===== src/rtl/tdpt_pkg.sv =====
// types shared by the trial division prime test controller and datapath
`timescale 1ns / 1ps

package tdpt_pkg;

    typedef struct packed {
        logic load;
        logic div_start;
        logic div_step;
        logic next_div;
    } t_dp_cmd;

    typedef struct packed {
        logic early;
        logic early_val;
        logic sq_gt;
        logic div_done;
        logic rem_zero;
    } t_dp_status;

    typedef enum logic [3:0] {
        S_IDLE   = 4'b0001,
        S_CHECK  = 4'b0010,
        S_DIV    = 4'b0100,
        S_FINISH = 4'b1000
    } t_state;

endpackage


===== src/rtl/tdpt_ctrl.sv =====
// controller: input and output handshakes, divisor loop sequencing, result register
`timescale 1ns / 1ps

module tdpt_ctrl
    import tdpt_pkg::*;
(
    input  logic       i_clk,
    input  logic       i_rst_n,
    input  logic       i_valid,
    output logic       o_ready,
    output logic       o_valid,
    input  logic       i_ready,
    output logic       o_is_prime,
    output t_dp_cmd    o_cmd,
    input  t_dp_status i_status
);

    t_state r_state, n_state;
    logic   r_res, n_res;
    logic   r_out_valid, n_out_valid;
    logic   r_out, n_out;

    assign o_ready    = (r_state == S_IDLE);
    assign o_valid    = r_out_valid;
    assign o_is_prime = r_out;

    always_comb begin
        n_state     = r_state;
        n_res       = r_res;
        n_out       = r_out;
        n_out_valid = r_out_valid & ~i_ready;
        o_cmd       = '0;
        case (r_state)
            S_IDLE: begin
                if (i_valid) begin
                    o_cmd.load = 1'b1;
                    n_state    = S_CHECK;
                end
            end
            S_CHECK: begin
                if (i_status.early) begin
                    n_res   = i_status.early_val;
                    n_state = S_FINISH;
                end else if (i_status.sq_gt) begin
                    n_res   = 1'b1;
                    n_state = S_FINISH;
                end else begin
                    o_cmd.div_start = 1'b1;
                    n_state         = S_DIV;
                end
            end
            S_DIV: begin
                if (!i_status.div_done) begin
                    o_cmd.div_step = 1'b1;
                end else if (i_status.rem_zero) begin
                    n_res   = 1'b0;
                    n_state = S_FINISH;
                end else begin
                    o_cmd.next_div = 1'b1;
                    n_state        = S_CHECK;
                end
            end
            S_FINISH: begin
                if (!r_out_valid || i_ready) begin
                    n_out_valid = 1'b1;
                    n_out       = r_res;
                    n_state     = S_IDLE;
                end
            end
            default: begin
                n_state = S_IDLE;
            end
        endcase
    end

    always_ff @(posedge i_clk) begin
        if (!i_rst_n) begin
            r_state     <= S_IDLE;
            r_out_valid <= 1'b0;
        end else begin
            r_state     <= n_state;
            r_out_valid <= n_out_valid;
        end
        r_res <= n_res;
        r_out <= n_out;
    end

endmodule


===== config.mk =====
export PLATFORM = sky130hd
export DESIGN_NAME = tdpt_ctrl
export DESIGN_NICKNAME = d
export VERILOG_FILES = /design/src/rtl/tdpt_pkg.sv /design/src/rtl/tdpt_ctrl.sv
export SDC_FILE = /design/constraint.sdc
export NUM_CORES = 1
export LEC_CHECK = 0
export ABC_AREA = 1
export CORE_AREA = 2 2 39 41
export DETAILED_ROUTE_END_ITERATION = 6
export DIE_AREA = 0 0 41 43
export DONT_BUFFER_PORTS = 1
export GPL_ROUTABILITY_DRIVEN = 0
export PLACE_DENSITY = 0.52
export SLEW_MARGIN = 20
export SYNTH_ARGS = -nofsm -noshare
export SYNTH_HDL_FRONTEND = slang
export SYNTH_SLANG_ARGS = --single-unit

===== constraint.sdc =====
create_clock -name i_clk -period 1.3 [get_ports i_clk]
set_clock_uncertainty 0.05 [all_clocks]
set_input_delay 0.195 -clock i_clk [delete_from_list [all_inputs] [get_ports i_clk]]
set_output_delay 0.195 -clock i_clk [all_outputs]
set_load 0.005 [all_outputs]

==> results.cfg, run 1 <==
[floorplanning]
die_area_mm2 = 0.00176
initial_core_util = 0.290
die_h_um = 43
row_count = 14
die_x_um = 41
core-area_mm2 = 0.00138
io_pins = 16

[critical_path]
crit_path_end_kind = primary output
worstPathMaxFanout = 4
rr_startpoint = r_state[3]
crit_arrival_ns = 1.11
start_kind = flop
rrSetupSlack_ns = 0.07
reg2reg_depth = 6
setup.worst_path.end = o_cmd[0]
crit_required_ns = 1.05
path_class = flop to primary output
r2r-end = r_res
startpoint = r_state[3]

[cells_and_area]
final_cell_count_no_fill = 84
drive_gt1_frac = 0.368
fin_area_um2 = 532
area_growth_pct = 32.4
final_nets = 78
antenna_cells = 0

[grt]
first_global_vias = 330
antenna_found_initial = 0
grt_usage = 0.114
grt_max_degree = 5
grt_first_pass_wirelength_um = 1300
grt_overflow = 0

[job]
drv_cap = 0

[pwr]
leakagePower_nw = 0.278
ir_drop_uv = 523
power_density_mw_per_mm2 = 1160

[yosys]
ys.flop_type = dfxtp_1
synthCells = 58
synth_area_um2 = 402
yosys.area.top_type = dfxtp_1
netlist_top_cells_area = dfxtp_1 (25%), edfxtp_1 (15%), inv_1 (14%)
yosysWarnings = 0
ys_ff_latch = 7
synth_top_area_frac = 0.249
ys_seq_area_frac = 0.399
netlist_top_cells_count = inv_1 (15), nor2_1 (10), nand2_1 (7)
synth_area_per_cell_um2 = 6.92
yosysUniqueCellTypes = 16
synth_nets = 67
synth_most_common_cell = inv_1
ys_async_sr_fraction = 0
synth_edf_count = 2

[timing]
period_needed_ns = 1.36
fmax_mhz = 736
slew-limit-headroom = 0.872
fin_crit_sh = 1.05
fin_ws_ns = -0.0590
slew_violations = 0
rsz0062_at_grt = yes
hold_viol_final = 0
setup_violations = 2
tightest_slew_ns = 0.191

[place]
port_buffers = 0
dpl.cell_count = 74
dpl_cell_area_um2 = 422
dp_hpwl_um = 650

[routing]
finalWirelength_um = 874
wl_per_cell_um = 10.4
drt_first_iter_violations = 9
first_pass_iters = 4
postRouteAntennaNets = 0
viasPerCell = 4.49
vias = 377
drc_errors = 0

[cts]
cts_max_path_buffers = 2
h-tree-depth = 1
cts_tree = built
cts_buffers = 3
clk_pin_slew_ns = 0.05
clk_latency_ns = 0.26
cts_root_buf = clkbuf_4
clock-sinks = 7

[run_status]
violations = setup timing
outcome = complete, but fails checks

[worst_hold_path]
min_path_type = primary input to flop
state kept, by name, summed over array words and instances, names as in the netlist:
signal	flops
r_state	4
o_is_prime	1
o_valid	1
r_res	1
layer usage:
layer	vias up	global-route usage	routed length (um)	part of all wire
met3	2	0.0681	52	0.059
met5	-	0	0	0
met2	13	0.175	418	0.48
met4	0	0.0400	14	0.016
met1	167	0.124	388	0.44
li1	195	-	-	-
cell type report:
| type | instances | area [um2] |
|---|---|---|
| Multi-Input combinational cell | 35 | 214 |
| Sequential cell | 7 | 164 |
| Tap cell | 16 | 20.0 |
| Fill cell | 152 | 852 |
| Clock buffer | 4 | 26.3 |
| Inverter | 16 | 60.1 |
| Timing Repair Buffer | 6 | 47.5 |
report_power, final:
part / switching (W) / total (W) / internal [W]
registers: 0.0000237 / 0.000269 / 0.000245
clock network: 0.0000863 / 0.000204 / 0.000118
logic: 0.0000876 / 0.000145 / 0.0000577
total: 0.000198 / 0.000618 / 0.000420
critical path: stages, from the launching register on:
cell and delay (ns):
dfxtp_2 0.33, buf_4 0.14, nor2_4 0.12, nand2_2 0.10, nor3_2 0.17
kinds of logic (layout without fill, tap and decap cells):
group / Yosys count / count (layout) / share of synthesized area
flip-flops: 7 / 7 / 0.399
AO/OA/AOI/OAI: 3 / 3 / 0.0467
AND/OR/NAND/NOR: 32 / 32 / 0.405
buffers and inverters: 16 / 26 / 0.150
worst min path at each step:
stage,from,endpoint,slack (ns),cells after the start
after global placement,i_rst_n,r_state[0],0.25,1
after global routing,i_rst_n,r_state[3],0.02,2
final,i_rst_n,r_state[3],0.006,2
after detailed placement,i_rst_n,r_state[0],0.25,1
after CTS,i_rst_n,r_state[3],0.01,2
after floorplan,i_rst_n,r_state[0],0.23,1
repair_timing:
action | in CTS | in global routing
pin swaps | 3 | 1
resized for setup | 3 | 8
hold buffers | 1 | 0
endpoints found under the hold margin | 1 | 0
setup endpoints to repair | 2 | 6
setup buffers | 4 | 1
metrics by stage:
| step | power, W | utilization | hold WS, ns | worst slack [ns] | TNS, ns |
|---|---|---|---|---|---|
| floorplan | 0.000357 | - | 0.229 | 0.177 | 0 |
| global placement | 0.000379 | 0.305 | 0.249 | 0.117 | 0 |
| detailed placement | 0.000377 | 0.305 | 0.247 | 0.101 | 0 |
| CTS | 0.000593 | 0.361 | 0.0103 | -0.0729 | -0.141 |
| global route | 0.000659 | 0.384 | 0.0168 | -0.0871 | -0.272 |
| finish | 0.000618 | 0.384 | 0.00613 | -0.0590 | -0.0933 |
cell usage in the layout (no fill, tap or decap):
| master | synthesis | final |
|---|---|---|
| inv_1 | 15 | 14 |
| nor2_1 | 10 | 9 |
| o21ai_1 | 1 | 1 |
| inv_2 | 1 | 2 |
| nor3_2 | 0 | 1 |
| dlygate4sd3_1 | 0 | 1 |
| a21oi_2 | 1 | 1 |
| clkbuf_4 | 0 | 3 |
| nand2_1 | 7 | 7 |
| clkbuf_1 | 0 | 1 |
| dfxtp_1 | 5 | 2 |
| nand3_2 | 3 | 5 |
| edfxtp_1 | 2 | 2 |
| dfxtp_2 | 0 | 3 |
| a21oi_1 | 1 | 1 |
| nor2_4 | 0 | 3 |
| nand4_1 | 1 | 1 |
| or2_1 | 2 | 2 |
| nand2_2 | 1 | 1 |
| nand3_1 | 4 | 2 |
| nor2_2 | 3 | 1 |
| buf_4 | 0 | 5 |
No activity file was read; power rests on OpenSTA's default activity.
==> run 2: changes to the inputs <==
--- a/config.mk
+++ b/config.mk
@@ -6,12 +6,14 @@
 export NUM_CORES = 1
 export LEC_CHECK = 0
 export ABC_AREA = 1
-export CORE_AREA = 2 2 39 41
+export CELL_PAD_IN_SITES_DETAIL_PLACEMENT = 1
+export CELL_PAD_IN_SITES_GLOBAL_PLACEMENT = 2
+export CORE_MARGIN = 1
+export CORE_UTILIZATION = 28
 export DETAILED_ROUTE_END_ITERATION = 6
-export DIE_AREA = 0 0 41 43
 export DONT_BUFFER_PORTS = 1
 export GPL_ROUTABILITY_DRIVEN = 0
-export PLACE_DENSITY = 0.52
+export PLACE_DENSITY = 0.77
 export SLEW_MARGIN = 20
 export SYNTH_ARGS = -nofsm -noshare
 export SYNTH_HDL_FRONTEND = slang
==> results.cfg, run 2 (synthesized netlist as in run 1, its figures left out) <==
[floorplanning]
core-area_mm2 = 0.00132
io_pins = 16
die_h_um = 39.9
row_count = 13
die_x_um = 39.9
die_area_mm2 = 0.00159
initial_core_util = 0.305

[cts]
clock-sinks = 7
h-tree-depth = 1
cts_tree = built
cts_buffers = 3
clk_pin_slew_ns = 0.06
clk_latency_ns = 0.25
cts_max_path_buffers = 2
cts_root_buf = clkbuf_4

[cells_and_area]
largest_reg_flops = 4
mostFrequentLayoutCells = inv_1 (15), nor2_1 (10), nand2_1 (7)
regMostFlops = r_state
drive_gt1_frac = 0.313
final_nets = 77
mostFrequentLayoutCell = inv_1
fillCellCount = 176
antenna_cells = 0
fin_area_um2 = 508
area_growth_pct = 26.5
final_core_util = 0.386

[routing]
finalWirelength_um = 914
drt_first_iter_violations = 3
viasPerCell = 4.56
vias = 374
drc_errors = 0
postRouteAntennaNets = 0
first_pass_iters = 2
wl_per_cell_um = 11.1

[timing]
setup_violations = 3
slew_violations = 0
fin_ws_ns = -0.0425
fmax_mhz = 745
rsz0062_at_grt = yes
slew-limit-headroom = 0.865
hold_viol_final = 0
hold_ws_ns = 0.0685
period_needed_ns = 1.34
finalSetupTns_ns = -0.0669
fin_crit_sh = 1.03
tightest_slew_ns = 0.202

[run_status]
violations = setup timing
outcome = complete, but fails checks

[worst_hold_path]
min_path_type = primary input to flop

[grt]
grt_usage = 0.161
grt_first_pass_wirelength_um = 1520
first_global_vias = 380
grt_max_degree = 5
grt_overflow = 0
antenna_found_initial = 0

[pwr]
ir_drop_uv = 346
leakagePower_nw = 0.269
total_power_w = 0.000601
power_density_mw_per_mm2 = 1180

[critical_path]
cp_top_family = simple AND/OR/NAND/NOR gates
cpPeakStageDelay_ns = 0.33
path_buf_inv = 1
rr_startpoint = r_state[2]
critical_path_cell_count = 4
cpMaxStageDelayCell = dfxtp_2
path_cells = nor2_4 -> nand3_2 -> or2_1 -> inv_1
worstPathMaxFanout = 3
rrSetupSlack_ns = 0
crit_arrival_ns = 1.10
crit_required_ns = 1.05
r2r-end = r_res
crit_path_end_kind = primary output
startpoint = r_state[2]
path_class = flop to primary output
reg2reg_depth = 6
setup.worst_path.end = o_cmd[2]
start_kind = flop

[place]
dpl_cell_area_um2 = 420
port_buffers = 0
dp_hpwl_um = 690

[job]
drv_cap = 0
run 2: changes by cell type in the layout (fill, tap and decap cells not counted), sizes merged:
| cell | delta |
|---|---|
| buf | -1 |
run 2: report_power, final:
part / internal (W) / switching [W]
Combinational: 0.0000508 / 0.0000829
Sequential: 0.000244 / 0.0000201
Clock: 0.000118 / 0.0000860
run 2: worst min-delay path by stage:
| stage | start | end | slack [ns] | cells after the start |
|---|---|---|---|---|
| 6_report | i_status[0] | r_state[1] | 0.07 | 3 |
| 3_5_place_dp | i_rst_n | r_state[0] | 0.23 | 1 |
| 2_1_floorplan | i_rst_n | r_state[0] | 0.23 | 1 |
| 5_1_grt | i_status[0] | r_state[1] | 0.08 | 3 |
| 3_3_place_gp | i_rst_n | r_state[0] | 0.23 | 1 |
| 4_1_cts | i_status[0] | r_state[1] | 0.06 | 3 |
run 2: repair_timing:
item,CTS,global route
endpoints found under the hold margin,2,0
hold buffers,1,0
setup endpoints to repair,3,6
gates resized for setup,6,1
pin swaps,3,2
buffers inserted,4,0
run 2: cell type report:
| class | instances | area, um2 | area share |
|---|---|---|---|
| inverters | 16 | 60.1 | 0.118 |
| well taps | 15 | 18.8 | 0.0369 |
| multi-input cells | 35 | 196 | 0.387 |
| flip-flops and latches | 7 | 166 | 0.328 |
| clock buffers | 4 | 26.3 | 0.0517 |
| repair buffers | 5 | 40.0 | 0.0788 |
run 2: worst min-delay path, delay by kind of cell:
family	cells	cell delay (ns)
simple gates	2	0.09
compound gates	1	0.05
run 2: metal layers:
layer,GRT usage,up-vias,part of all wire
met5,0,-,0
met4,0.129,0,0.019
met1,0.165,167,0.44
li1,-,192,-
met2,0.246,13,0.48
met3,0.0739,2,0.057
run 2: stage by stage:
step / worst slack, ns / std cells
global placement: 0.0966 / 73
detailed placement: 0.0954 / 73
global route: -0.106 / 82
floorplan: 0.177 / 58
CTS: -0.100 / 82
finish: -0.0425 / 82
==> run 3: changes to the inputs <==
==> constraint.sdc (replaced) <==
create_clock -name i_clk -period 1.4 [get_ports i_clk]
set_clock_uncertainty 0.05 [all_clocks]
set_input_delay 0.21 -clock i_clk [delete_from_list [all_inputs] [get_ports i_clk]]
set_output_delay 0.21 -clock i_clk [all_outputs]
set_load 0.005 [all_outputs]
==> results.cfg, run 3 (synthesized netlist as in run 1, its figures left out) <==
[run_status]
outcome = completed

[cells_and_area]
largest_reg_flops = 4
final_core_util = 0.385
regMostFlops = r_state
area_growth_pct = 26.2
final_cell_count_no_fill = 81
multi_input_area_um2 = 204
mostFrequentLayoutCells = inv_1 (15), nor2_1 (9), nand2_1 (7)
drive_gt1_frac = 0.318
regArea_um2 = 165
final_nets = 76
antenna_cells = 0
mostFrequentLayoutCell = inv_1
fillCellCount = 173

[critical_path]
path_cells = nor2_4 -> nand3_2 -> or2_1 -> inv_1
crit_required_ns = 1.14
crit_path_end_kind = primary output
cp_top_family = simple AND/OR/NAND/NOR gates
path_buf_inv = 1
path_class = flop to primary output
r2r-end = r_res
start_kind = flop
crit_arrival_ns = 1.12
worstPathMaxFanout = 3
rrSetupSlack_ns = 0.18
cpMaxStageDelayCell = dfxtp_4
rr_startpoint = r_state[1]
reg2reg_depth = 5
cpPeakStageDelay_ns = 0.36

[timing]
fin_crit_sh = 0.985
tightest_slew_ns = 0.207
setup_violations = 0
hold_viol_final = 0
period_needed_ns = 1.38
slew_violations = 0
rsz0062_at_grt = yes
slew-limit-headroom = 0.862
fmax_mhz = 725
fin_ws_ns = 0.0208

[floorplanning]
io_pins = 16
die_area_mm2 = 0.00159
row_count = 13
die_h_um = 39.9
core-area_mm2 = 0.00132
die_x_um = 39.9
initial_core_util = 0.305

[cts]
cts_buffers = 3
cts_tree = built
cts_max_path_buffers = 2
h-tree-depth = 1
cts_root_buf = clkbuf_4
clk_latency_ns = 0.26
clock-sinks = 7
clk_pin_slew_ns = 0.05

[grt]
grt_usage = 0.158
grt_first_pass_wirelength_um = 1480
grt_overflow = 0
antenna_found_initial = 0
first_global_vias = 351
grt_max_degree = 5

[routing]
finalWirelength_um = 917
viasPerCell = 4.67
vias = 378
maxUsedRoutingLayer = met4
wl_met3_um = 58
routedLengthMet1_um = 365
wl_met2_um = 459
first_pass_iters = 2
wl_per_cell_um = 11.3
drc_errors = 0
postRouteAntennaNets = 0
drt_first_iter_violations = 6

[job]
drv_cap = 0

[worst_hold_path]
whs_endpoint = r_state[1]
min_path_type = primary input to flop
min_from = i_status[0]
worstHoldPathCells = 3

[place]
port_buffers = 0
dp_slack_ns = 0.196
dpl.cell_count = 73
dp_hpwl_um = 695

[pwr]
leakagePower_nw = 0.269
power_density_mw_per_mm2 = 1100
ir_drop_uv = 411
run 3: cell types whose count changed in the layout (fill, tap and decap cells not counted), sizes merged:
| cell | previous run | this run |
|---|---|---|
| buf | 4 | 3 |
run 3: worst max-delay path by stage:
stage               startpoint  endpoint  depth (start not counted)
floorplan           r_state[1]     r_res                          5
global placement    r_state[1]     r_res                          5
detailed placement  r_state[1]     r_res                          5
CTS                 r_state[3]  o_cmd[2]                          4
global route        r_state[2]  o_cmd[2]                          4
finish              r_state[2]  o_cmd[2]                          4
run 3: worst min-delay path, stage by stage:
cell and delay [ns]:
o21ai_1 0.05, nand2_1 0.06, nor2_1 0.03
run 3: area by class of cell:
cell class | count | share of cell area
multi-input cells | 35 | 0.402
flip-flops and latches | 7 | 0.326
inverters | 16 | 0.119
repair buffers | 4 | 0.0642
clock buffers | 4 | 0.0519
well taps | 15 | 0.0370
run 3: power by group:
group          leakage, nW  switching (W)  internal, W
registers           0.0600      0.0000188     0.000224
clock network       0.0150      0.0000819     0.000109
logic                0.194      0.0000766    0.0000474
total                0.269       0.000177     0.000381
run 3: what timing repair did:
action                                  in CTS  in global routing
endpoints found under the setup margin       2                  5
endpoints found under the hold margin        2                  0
resized for setup                            3                  5
hold buffers                                 1                  0
setup buffers                                3                  0
pin swaps                                    3                  4
run 3: layer usage:
| layer | vias up | track usage |
|---|---|---|
| li1 | 188 | - |
| met1 | 172 | 0.152 |
| met2 | 14 | 0.238 |
| met3 | 4 | 0.0739 |
| met4 | 0 | 0.155 |
| met5 | - | 0 |
run 3: stage by stage:
stage               setup TNS, ns  instance area, um2  hold WS, ns  power, W
detailed placement              0                 420        0.248  0.000353
CTS                       -0.0145                 490       0.0811  0.000556
global route              -0.0590                 507       0.0981  0.000603
finish                          0                 507       0.0829  0.000558
floorplan                       0                 402        0.244  0.000331
global placement                0                 420        0.247  0.000352
